File: src/hdl/cobs_pkg.sv
// ----------------------------------------------------------------------------
// cobs_pkg
// Shared types and constants for the COBS frame encoder.
// ----------------------------------------------------------------------------
package cobs_pkg;

  localparam int MAX_BLOCK  = 254;
  localparam int ADDR_W     = 8;
  localparam int POS_W      = 9;

  localparam logic [7:0] CODE_FULL  = 8'hFF;
  localparam logic [7:0] CODE_EMPTY = 8'h01;
  localparam logic [7:0] BYTE_ZERO  = 8'h00;

  typedef struct packed {
    logic [7:0] data_byte;
    logic       end_of_packet;
  } item_t;

  typedef struct packed {
    logic [63:0] out_bytes;
    logic [3:0]  byte_count;
    logic        run_last;
    logic        packet_done;
  } result_t;

  // one encoded byte on its way to the packer
  typedef struct packed {
    logic [7:0] value;
    logic       last;
    logic       eop;
  } enc_byte_t;

  typedef enum logic {
    ST_IDLE,
    ST_SEND
  } enc_state_t;

endpackage

File: src/hdl/cobs_block_ram.sv
// ----------------------------------------------------------------------------
// cobs_block_ram
// Block store for held nonzero bytes, one write and one registered read port.
// ----------------------------------------------------------------------------
module cobs_block_ram (
  input  logic                      clk,
  input  logic                      wr_en,
  input  logic [cobs_pkg::ADDR_W-1:0] wr_addr,
  input  logic [7:0]                wr_data,
  input  logic                      rd_en,
  input  logic [cobs_pkg::ADDR_W-1:0] rd_addr,
  output logic [7:0]                rd_data
);
  import cobs_pkg::*;

  logic [7:0] mem [MAX_BLOCK];

  always_ff @(posedge clk) begin
    if (wr_en) begin
      mem[wr_addr] <= wr_data;
    end
  end

  always_ff @(posedge clk) begin
    if (rd_en) begin
      rd_data <= mem[rd_addr];
    end
  end

endmodule

File: src/hdl/cobs_packer.sv
// ----------------------------------------------------------------------------
// cobs_packer
// Gathers encoded bytes into result words and holds them in an output register.
// ----------------------------------------------------------------------------
module cobs_packer #(
  parameter int OUT_LANES = 8
) (
  input  logic                clk,
  input  logic                rst,
  input  logic                byte_valid,
  input  cobs_pkg::enc_byte_t byte_in,
  output logic                byte_ready,
  output logic                result_valid,
  input  logic                result_stall,
  output cobs_pkg::result_t   result
);
  import cobs_pkg::*;

  localparam int CW     = $clog2(OUT_LANES + 1);
  localparam int WORD_W = 8 * OUT_LANES;

  logic [WORD_W-1:0] asm_bytes, asm_bytes_next;
  logic [CW-1:0]     asm_cnt, asm_cnt_next;
  logic              asm_closed, asm_closed_next;
  logic              asm_last, asm_last_next;
  logic              asm_eop, asm_eop_next;
  logic              out_valid, out_valid_next;
  result_t           out_item, out_item_next;
  logic              take, move;

  assign byte_ready = !asm_closed;
  assign take       = byte_valid && !asm_closed;
  assign move       = asm_closed && (!out_valid || !result_stall);

  always_comb begin
    asm_bytes_next  = asm_bytes;
    asm_cnt_next    = asm_cnt;
    asm_closed_next = asm_closed;
    asm_last_next   = asm_last;
    asm_eop_next    = asm_eop;
    out_valid_next  = out_valid && result_stall;
    out_item_next   = out_item;
    if (take) begin
      for (int i = 0; i < OUT_LANES; i++) begin
        if (asm_cnt == CW'(i)) begin
          asm_bytes_next[i*8 +: 8] = byte_in.value;
        end
      end
      asm_cnt_next    = asm_cnt + 1'b1;
      asm_closed_next = (asm_cnt_next == CW'(OUT_LANES)) || byte_in.last;
      asm_last_next   = byte_in.last;
      asm_eop_next    = byte_in.eop;
    end else if (move) begin
      out_valid_next             = 1'b1;
      out_item_next.out_bytes    = 64'(asm_bytes);
      out_item_next.byte_count   = 4'(asm_cnt);
      out_item_next.run_last     = asm_last;
      out_item_next.packet_done  = asm_last && asm_eop;
      asm_bytes_next             = '0;
      asm_cnt_next               = '0;
      asm_closed_next            = 1'b0;
    end
  end

  always_ff @(posedge clk) begin
    if (rst) begin
      asm_bytes  <= '0;
      asm_cnt    <= '0;
      asm_closed <= 1'b0;
      out_valid  <= 1'b0;
    end else begin
      asm_bytes  <= asm_bytes_next;
      asm_cnt    <= asm_cnt_next;
      asm_closed <= asm_closed_next;
      out_valid  <= out_valid_next;
    end
  end

  always_ff @(posedge clk) begin
    asm_last <= asm_last_next;
    asm_eop  <= asm_eop_next;
    out_item <= out_item_next;
  end

  assign result_valid = out_valid;
  assign result       = out_item;

endmodule

File: src/hdl/cobs_frame_encoder.sv
// ----------------------------------------------------------------------------
// cobs_frame_encoder
// COBS encoder: raw packet bytes in, packed encoded bytes out.
// ----------------------------------------------------------------------------
// Nonzero bytes are written to a 254-entry block store, one item per cycle
// while no flush runs, with no result. A zero byte, a full block or the
// packet end starts a flush: the sequencer then reads the store once per
// cycle while the packer takes bytes, and feeds the code byte, the held
// bytes and, when the packet ends on a zero, a trailing 0x01 to the packer.
// Input is held off until the flush loads its last encoded byte (up to 255).
// Words hold up to OUT_LANES bytes, the first in bits 7:0; unused lanes zero.
module cobs_frame_encoder #(
  parameter int OUT_LANES = 8
) (
  input  logic              clk,
  input  logic              rst,
  input  logic              item_valid,
  output logic              item_stall,
  input  cobs_pkg::item_t   item,
  output logic              result_valid,
  input  logic              result_stall,
  output cobs_pkg::result_t result
);
  import cobs_pkg::*;

  enc_state_t        state, state_next;
  logic [ADDR_W-1:0] fill, fill_next;
  logic [7:0]        code, code_next;
  logic [7:0]        nbytes, nbytes_next;
  logic              extra, extra_next;
  logic              eop, eop_next;
  logic [POS_W-1:0]  pos, pos_next;
  logic [POS_W-1:0]  pos_m1;

  logic              wr_en, rd_en;
  logic [ADDR_W-1:0] rd_addr;
  logic [7:0]        rd_data;

  logic              s_valid, s_from_mem, s_last, s_eop;
  logic [7:0]        s_value;
  logic              load, ld_from_mem, ld_last;
  logic [7:0]        ld_value;
  logic              byte_ready, stage_take;
  enc_byte_t         pk_byte;

  assign stage_take = s_valid && byte_ready;
  assign pos_m1     = pos - 1'b1;
  assign rd_addr    = pos_m1[ADDR_W-1:0];
  assign item_stall = (state != ST_IDLE);

  always_ff @(posedge clk) begin
    if (rst) begin
      state <= ST_IDLE;
    end else begin
      state <= state_next;
    end
  end

  always_comb begin
    state_next  = state;
    fill_next   = fill;
    code_next   = code;
    nbytes_next = nbytes;
    extra_next  = extra;
    eop_next    = eop;
    pos_next    = pos;
    wr_en       = 1'b0;
    rd_en       = 1'b0;
    load        = 1'b0;
    ld_from_mem = 1'b0;
    ld_last     = 1'b0;
    ld_value    = CODE_EMPTY;
    unique case (state)
      ST_IDLE: begin
        if (item_valid) begin
          pos_next = '0;
          eop_next = item.end_of_packet;
          if (item.data_byte == BYTE_ZERO) begin
            code_next   = fill + 1'b1;
            nbytes_next = fill;
            extra_next  = item.end_of_packet;
            fill_next   = '0;
            state_next  = ST_SEND;
          end else begin
            wr_en = 1'b1;
            if (fill == ADDR_W'(MAX_BLOCK - 1)) begin
              code_next   = CODE_FULL;
              nbytes_next = 8'(MAX_BLOCK);
              extra_next  = 1'b0;
              fill_next   = '0;
              state_next  = ST_SEND;
            end else if (item.end_of_packet) begin
              code_next   = fill + 8'd2;
              nbytes_next = fill + 1'b1;
              extra_next  = 1'b0;
              fill_next   = '0;
              state_next  = ST_SEND;
            end else begin
              fill_next = fill + 1'b1;
            end
          end
        end
      end
      ST_SEND: begin
        if (!s_valid || stage_take) begin
          load = 1'b1;
          if (pos == '0) begin
            ld_value = code;
          end else if (pos <= {1'b0, nbytes}) begin
            ld_from_mem = 1'b1;
            rd_en       = 1'b1;
          end
          ld_last  = (pos == ({1'b0, nbytes} + POS_W'(extra)));
          pos_next = pos + 1'b1;
          if (ld_last) begin
            state_next = ST_IDLE;
          end
        end
      end
      default: state_next = ST_IDLE;
    endcase
  end

  always_ff @(posedge clk) begin
    if (rst) begin
      fill    <= '0;
      pos     <= '0;
      s_valid <= 1'b0;
    end else begin
      fill <= fill_next;
      pos  <= pos_next;
      if (load) begin
        s_valid <= 1'b1;
      end else if (stage_take) begin
        s_valid <= 1'b0;
      end
    end
  end

  always_ff @(posedge clk) begin
    code   <= code_next;
    nbytes <= nbytes_next;
    extra  <= extra_next;
    eop    <= eop_next;
    if (load) begin
      s_from_mem <= ld_from_mem;
      s_value    <= ld_value;
      s_last     <= ld_last;
      s_eop      <= eop;
    end
  end

  assign pk_byte.value = s_from_mem ? rd_data : s_value;
  assign pk_byte.last  = s_last;
  assign pk_byte.eop   = s_eop;

  cobs_block_ram u_ram (
    .clk     (clk),
    .wr_en   (wr_en),
    .wr_addr (fill),
    .wr_data (item.data_byte),
    .rd_en   (rd_en),
    .rd_addr (rd_addr),
    .rd_data (rd_data)
  );

  cobs_packer #(
    .OUT_LANES (OUT_LANES)
  ) u_packer (
    .clk          (clk),
    .rst          (rst),
    .byte_valid   (s_valid),
    .byte_in      (pk_byte),
    .byte_ready   (byte_ready),
    .result_valid (result_valid),
    .result_stall (result_stall),
    .result       (result)
  );

endmodule

File: config.mk
export PLATFORM = sky130hd
export DESIGN_NAME = cobs_frame_encoder
export DESIGN_NICKNAME = d
export VERILOG_FILES = /design/src/hdl/cobs_pkg.sv /design/src/hdl/cobs_block_ram.sv /design/src/hdl/cobs_packer.sv /design/src/hdl/cobs_frame_encoder.sv
export SDC_FILE = /design/constraint.sdc
export NUM_CORES = 2
export LEC_CHECK = 0
export BUFFER_PORTS_ARGS = -buffer_cell sky130_fd_sc_hd__clkbuf_2
export CELL_PAD_IN_SITES_DETAIL_PLACEMENT = 0
export CELL_PAD_IN_SITES_GLOBAL_PLACEMENT = 1
export CORE_MARGIN = 2
export CORE_UTILIZATION = 45
export DETAILED_ROUTE_END_ITERATION = 6
export HOLD_SLACK_MARGIN = 0.12
export PLACE_DENSITY_LB_ADDON = 0.1
export RECOVER_POWER = 100
export SLEW_MARGIN = 40
export SYNTH_ARGS = -nofsm -noshare
export SYNTH_HDL_FRONTEND = slang
export SYNTH_SLANG_ARGS = --single-unit
File: constraint.sdc
create_clock -name clk -period 5.7 [get_ports clk]
set_clock_uncertainty 0.05 [all_clocks]
set_input_delay 0.57 -clock clk [delete_from_list [all_inputs] [get_ports clk]]
set_output_delay 0.57 -clock clk [all_outputs]
set_load 0.01 [all_outputs]
# Yosys cells after proc, flatten, opt, wreduce, memory -nomap -nowiden

Memories as Yosys holds them, arrays and structs flattened. A register that Yosys moved wholly into a read port is not among the register bits.
Cells that the tools add are included.

Register bits: 190
Bits in writable memories: 2032
Input port bits: 13
Output and inout port bits: 72
Logic and storage cells: 142
Memories kept: 1

$add $sub $neg: 6
Order comparisons: 1
Equality and inequality tests: 20
Multiplexer cells: 52
Bitwise operators: 2
Reduce and logical (&&, ||, !) cells: 31

Memories:

| name      | depth | bits a word | rd ports | clocked after memory_dff | wr ports | line                 | source |
|---|---|---|---|---|---|---|---|
| u_ram.mem | 254   | 8           | 1        | 1                        | 1        | cobs_block_ram.sv:16 | `logic [7:0] mem [MAX_BLOCK];` |

Operators by type and width:

| cell                | number |
|---|---|
| $mux 8              | 18 |
| $mux 64             | 2 |
| $mux 1              | 26 |
| $reduce_and 2->1    | 12 |
| $mux 9              | 2 |
| $ne 2x1->1 const B  | 9 |
| $pmux 9 s2          | 1 |
| $eq 4x3->1 const B  | 4 |
| $add 8x1->9         | 1 |
| $add 9x1->9 const B | 1 |
| $eq 9x9->1          | 1 |
| $le 9x8->1          | 1 |
| $logic_not 9->1     | 1 |
| $add 8x1->8 const B | 1 |
| $add 8x2->8 const B | 1 |
| $eq 4x2->1 const B  | 2 |
| $eq 8x8->1 const B  | 1 |
| $logic_not 8->1     | 1 |
| $mux 4              | 2 |
| $sub 8x1->8 const B | 1 |
| $reduce_and 3->1    | 2 |
| $add 4x1->4 const B | 1 |
| $eq 4x1->1 const B  | 1 |
| $eq 4x4->1 const B  | 1 |
| 9 further kinds     | 19 |

# Depth between registers and ports, before layout

Depth after elaboration: 6
Depth in mapped cells: 18

# Hierarchy

From an unflattened synthesis, not the netlist that was laid out.

Cell total of the unflattened synthesis: 4425
Area total of the unflattened synthesis: 88318.5 sq um

By module, submodules not included:

| module             | instances | cells each | area an instance (sq um) | sequential area each (sq um) |
|---|---|---|---|---|
| cobs_block_ram     | 1         | 3674       | 79741.5                  | 61258.8 |
| cobs_packer        | 1         | 431        | 5592.9                   | 3563.4 |
| cobs_frame_encoder | 1         | 320        | 2984.1                   | 1251.2 |

# Least setup slack after synthesis

No wires, ideal clock.

Path type: reg-to-reg
From: register pos[0]
To: register u_ram.rd_data[1] (read register of u_ram.mem) (data pin)
Setup time: 0.274 ns
Arrival time: 3.836 ns
Data required time: 5.376 ns
Setup slack: 1.540 ns
Cell stages (with the launch flop): 18
Path buffers: 9
Period minus slack after synthesis: 4.160 ns
Cell sequence: dfxtp_1 -> buf_6 -> buf_6 -> buf_6 -> buf_4 -> buf_4 -> buf_2 -> inv_1 -> ha_1 -> buf_2 -> clkbuf_1 -> clkbuf_1 -> mux4_2 -> mux4_2 -> o32ai_1 -> nor2_1 -> nand4_1 -> o221ai_1

Cells in the longest elaborated chain, start to end: 5

Ends and longest elaborated chain:

| item                     | line                      | source |
|---|---|---|
| start: declaration       | cobs_frame_encoder.sv:32  | `logic [POS_W-1:0] pos, pos_next;` |
| start signal: assignment | cobs_frame_encoder.sv:131 | `pos <= pos_next;` |
| $le 9x8->1               | cobs_frame_encoder.sv:109 | `end else if (pos <= {1'b0, nbytes}) begin` |
| $mux 1                   | cobs_frame_encoder.sv:109 |  |
| $mux 1                   | cobs_frame_encoder.sv:107 | `if (pos == '0) begin` |
| $mux 1                   | cobs_frame_encoder.sv:105 | `if (!s_valid \|\| stage_take) begin` |
| $mux 1                   | cobs_frame_encoder.sv:73  | `unique case (state)` |
| end: declaration         | cobs_block_ram.sv:12      | `output logic [7:0] rd_data` |

Parallel ways exist; a longest one is shown, timed or not.
A chain may end at the register's enable or synchronous reset.

# Worst setup path after layout

From: register pos[0]
To: register u_ram.rd_data[5] (read register of u_ram.mem) (data pin)

Same word-level chain as after synthesis.

==> results.yml <==
outcome:
  outcome: "finished, violations left"
  violations: "capacitance limit, slew limit"
setup_path:
  required_ps: 6230
  critPathLaunchType: "flop"
  crit_buf_inv: 3
  crit_family: "buffers and inverters"
  cp-end-kind: "flop"
  path_common_cell: "mux4_2"
  worstSetupPathType: "reg2reg"
  cpPeakStageDelay_ps: 980
  path_cells: "inv_1 > ha_4 > clkbuf_4 > mux4_2 > mux4_2 > and3_1 > a311oi_1 > clkbuf_1 > o221ai_1"
  crit_fanout: 74
  slowest_stage: "clkbuf_4"
  cp.arrival_ps: 5500
final_layout:
  finalNetCount: 4327
  drive_above_1_share_pct: 24.5
  fin_cells: 6997
  area_growth_pct: 13.3
floorplan:
  coreArea_sq_um: 191000
  fp.dieW_um: 442
  die-area_sq_um: 196000
  io_pins: 85
  num_rows: 160
  die_y_um: 442
  start_util_pct: 45.4
timing:
  max_slew_margin_pct: -184
  setup_violations: 0
  finalCriticalPeriod_ps: 4970
  slew_viol_final: 1507
  rsz0062_at_grt: "no"
  worst_pin_slew_ps: 4260
  period_share_pct: 87.1
  fmax_mhz: 201
  hold_violations: 0
  setup_tns_ps: 0
route:
  wirelength_mm: 220
  drt_iter0_markers: 4395
  wl_per_cell_um: 31.4
  vias: 41200
  firstDrtPassIters: 5
  via_per_inst: 5.89
  drc: 0
  ant_nets: 0
power_and_ir_drop:
  power.static_leakage_uw: 0.0299
  p_per_area_nw_per_um2: 360
  clockPowerShare_pct: 43.1
  ir_drop_uv: 268
  combPwrFrac_pct: 5.9
  power.share.sequential_pct: 51.0
  p_sw_share_pct: 21.5
  p_switching_uw: 7590
  p_int_uw: 27700
global_routing:
  antenna_found_initial: 12
  grt_pass1_vias: 41900
  overflow: 0
  gr-usage-met2_pct: 35.3
  grt_pass1_wl_mm: 314
  grt_util_all_layers_pct: 22.4
  busiest_layer: "met2"
  grt_util_met3_pct: 3.77
  use_met1_pct: 32.7
  grt_start_max_net_pins: 104
yosys:
  yosysSeqAreaShare_pct: 76.4
  ys.flop_type: "edfxtp_1"
  synth.distinct_cells: 56
  netlist_area_sq_um: 86500
  synth_warnings: 0
  postSynthAreaPerCell_sq_um: 21.3
  synth_edf_count: 2141
  synthCells: 4057
  ys_seq_elements: 2230
  async_flop_share_pct: 0
  syn-num-nets: 4091
clock_tree:
  clk_latency_ps: 870
  clkTransAtPathRegs_ps: 60
  cts-root-buf: "clkbuf_16"
  cts_max_path_buffers: 3
  cts_tree: "yes"
  cts_buffers: 224
  ctsResizeCount: 0
  cts_sinks: 2230
  htreeDepth: 4
placement:
  port-buffer-count: 84
  place_inst: 6564
  dpl.hpwl_mm: 135
  routabilityCongestion: 0.809
hold_path:
  hold_path.class: "reg2reg"
job:
  cap_violations: 23
==> power groups by stage <==
stage	Combinational (uW)	Sequential (uW)	Clock, uW
floorplan	1160	18300	0
global placement	2080	18300	0
detailed placement	2100	18300	0
CTS	2110	18000	15500
global route	2190	18000	16100
finish	2070	18000	15200
==> layout by cell type (no fill, tap or decap), types with 30 or more instances in the layout <==
| master | count |
|---|---|
| clkinv_2 | 40 |
| mux4_2 | 604 |
| edfxtp_1 | 2141 |
| mux2i_1 | 124 |
| o21ai_0 | 33 |
| a21oi_1 | 43 |
| buf_4 | 52 |
| clkbuf_1 | 169 |
| o22ai_1 | 30 |
| bufinv_16 | 34 |
| nor2_1 | 370 |
| nand2_1 | 95 |
| dfxtp_1 | 88 |
| clkinv_1 | 35 |
| nand3_1 | 43 |
| clkbuf_16 | 229 |
==> metrics by stage <==
stage	power, uW	instance area, sq um	worst slack (ps)	utilization, %	hold slack (ps)
after floorplan	19500	86500	1540	-	350
after global routing	36300	98000	605	51.4	378
after detailed placement	20400	90700	1060	47.6	358
final	35300	98000	733	51.4	371
after CTS	35600	98400	1260	51.7	199
after global placement	20400	90400	911	47.4	352
==> cell usage after synthesis, types with 13 or more instances <==
cell type / n / area [sq um]
mux2i_1: 124 / 1240
o22ai_1: 30 / 188
o21ai_0: 36 / 180
buf_6: 15 / 169
dfxtp_1: 89 / 1780
inv_1: 18 / 67.6
and2_1: 13 / 81.3
clkbuf_1: 114 / 428
a21oi_1: 43 / 215
ha_1: 21 / 263
edfxtp_1: 2141 / 64300
nand3_1: 47 / 235
buf_4: 14 / 105
buf_2: 69 / 345
xnor2_1: 16 / 140
mux4_2: 604 / 13600
nand2_1: 107 / 402
and3_1: 16 / 100
nor2_1: 377 / 1420
nor3_1: 16 / 80.1
mux2_2: 13 / 146
==> logic make-up (layout without fill, tap and decap cells) <==
group / after synthesis / in the layout / synth area share [%]
AO/OA/AOI/OAI: 176 / 176 / 1.32
flip-flops: 2230 / 2230 / 76.4
other: 0 / 2 / 0
AND/OR/NAND/NOR: 621 / 621 / 3.03
buffers and inverters: 243 / 670 / 1.35
adder cells (fa/ha/maj): 21 / 21 / 0.304
multiplexers: 742 / 742 / 17.3
XOR/XNOR: 24 / 24 / 0.273
==> worst register-to-register path, cell delays in order, from the launching register on <==
cell and delay, ps:
dfxtp_4 620, inv_1 190, ha_4 480, clkbuf_4 990
mux4_2 540, mux4_2 540, and3_1 220, a311oi_1 600
clkbuf_1 290, o221ai_1 190
==> flip-flops by register name, summed over array words and instances (netlist names), 4 cells and up <==
name / count
code: 8
fill: 8
nbytes: 8
pos: 9
s_value: 8
u_packer.asm_bytes: 64
u_packer.asm_cnt: 4
u_packer.result: 70
u_ram.mem: 2032
u_ram.rd_data: 8
==> worst paths after layout <==
path / cells past startpoint / endpoint / start / slack, ps
setup / recovery: 9 / u_ram.rd_data[5] / pos[0] / 730
hold / removal: 0 / u_packer.asm_eop / s_eop / 370
setup reg to reg: 9 / u_ram.rd_data[5] / pos[0] / 730
hold reg to reg: 0 / u_packer.asm_eop / s_eop / 370
==> timing repair <==
| action | CTS | global route |
|---|---|---|
| hold endpoints to repair | 328 | 0 |
| setup buffers | 0 | 0 |
| hold buffers | 11 | 0 |
==> cell type report <==
class | count | area [sq um]
fill | 15200 | 92600
sequential | 2230 | 66100
multi-input combinational | 1584 | 19500
clock buffer | 270 | 5900
tap | 2511 | 3140
clock inverter | 147 | 1730
timing repair buffer | 232 | 1580
inverter | 21 | 78.8
antenna | 2 | 5.00
==> per-layer routing <==
metal  vias to the layer above  part of all wire (%)  routed length, um
li1                      17300                     -                  -
met4                         0                   2.3               5130
met2                      1335                    48             105000
met3                       280                   6.5              14400
met5                         -                     0                  0
met1                     22300                    43              95500
No activity file was read; power rests on OpenSTA's default activity.
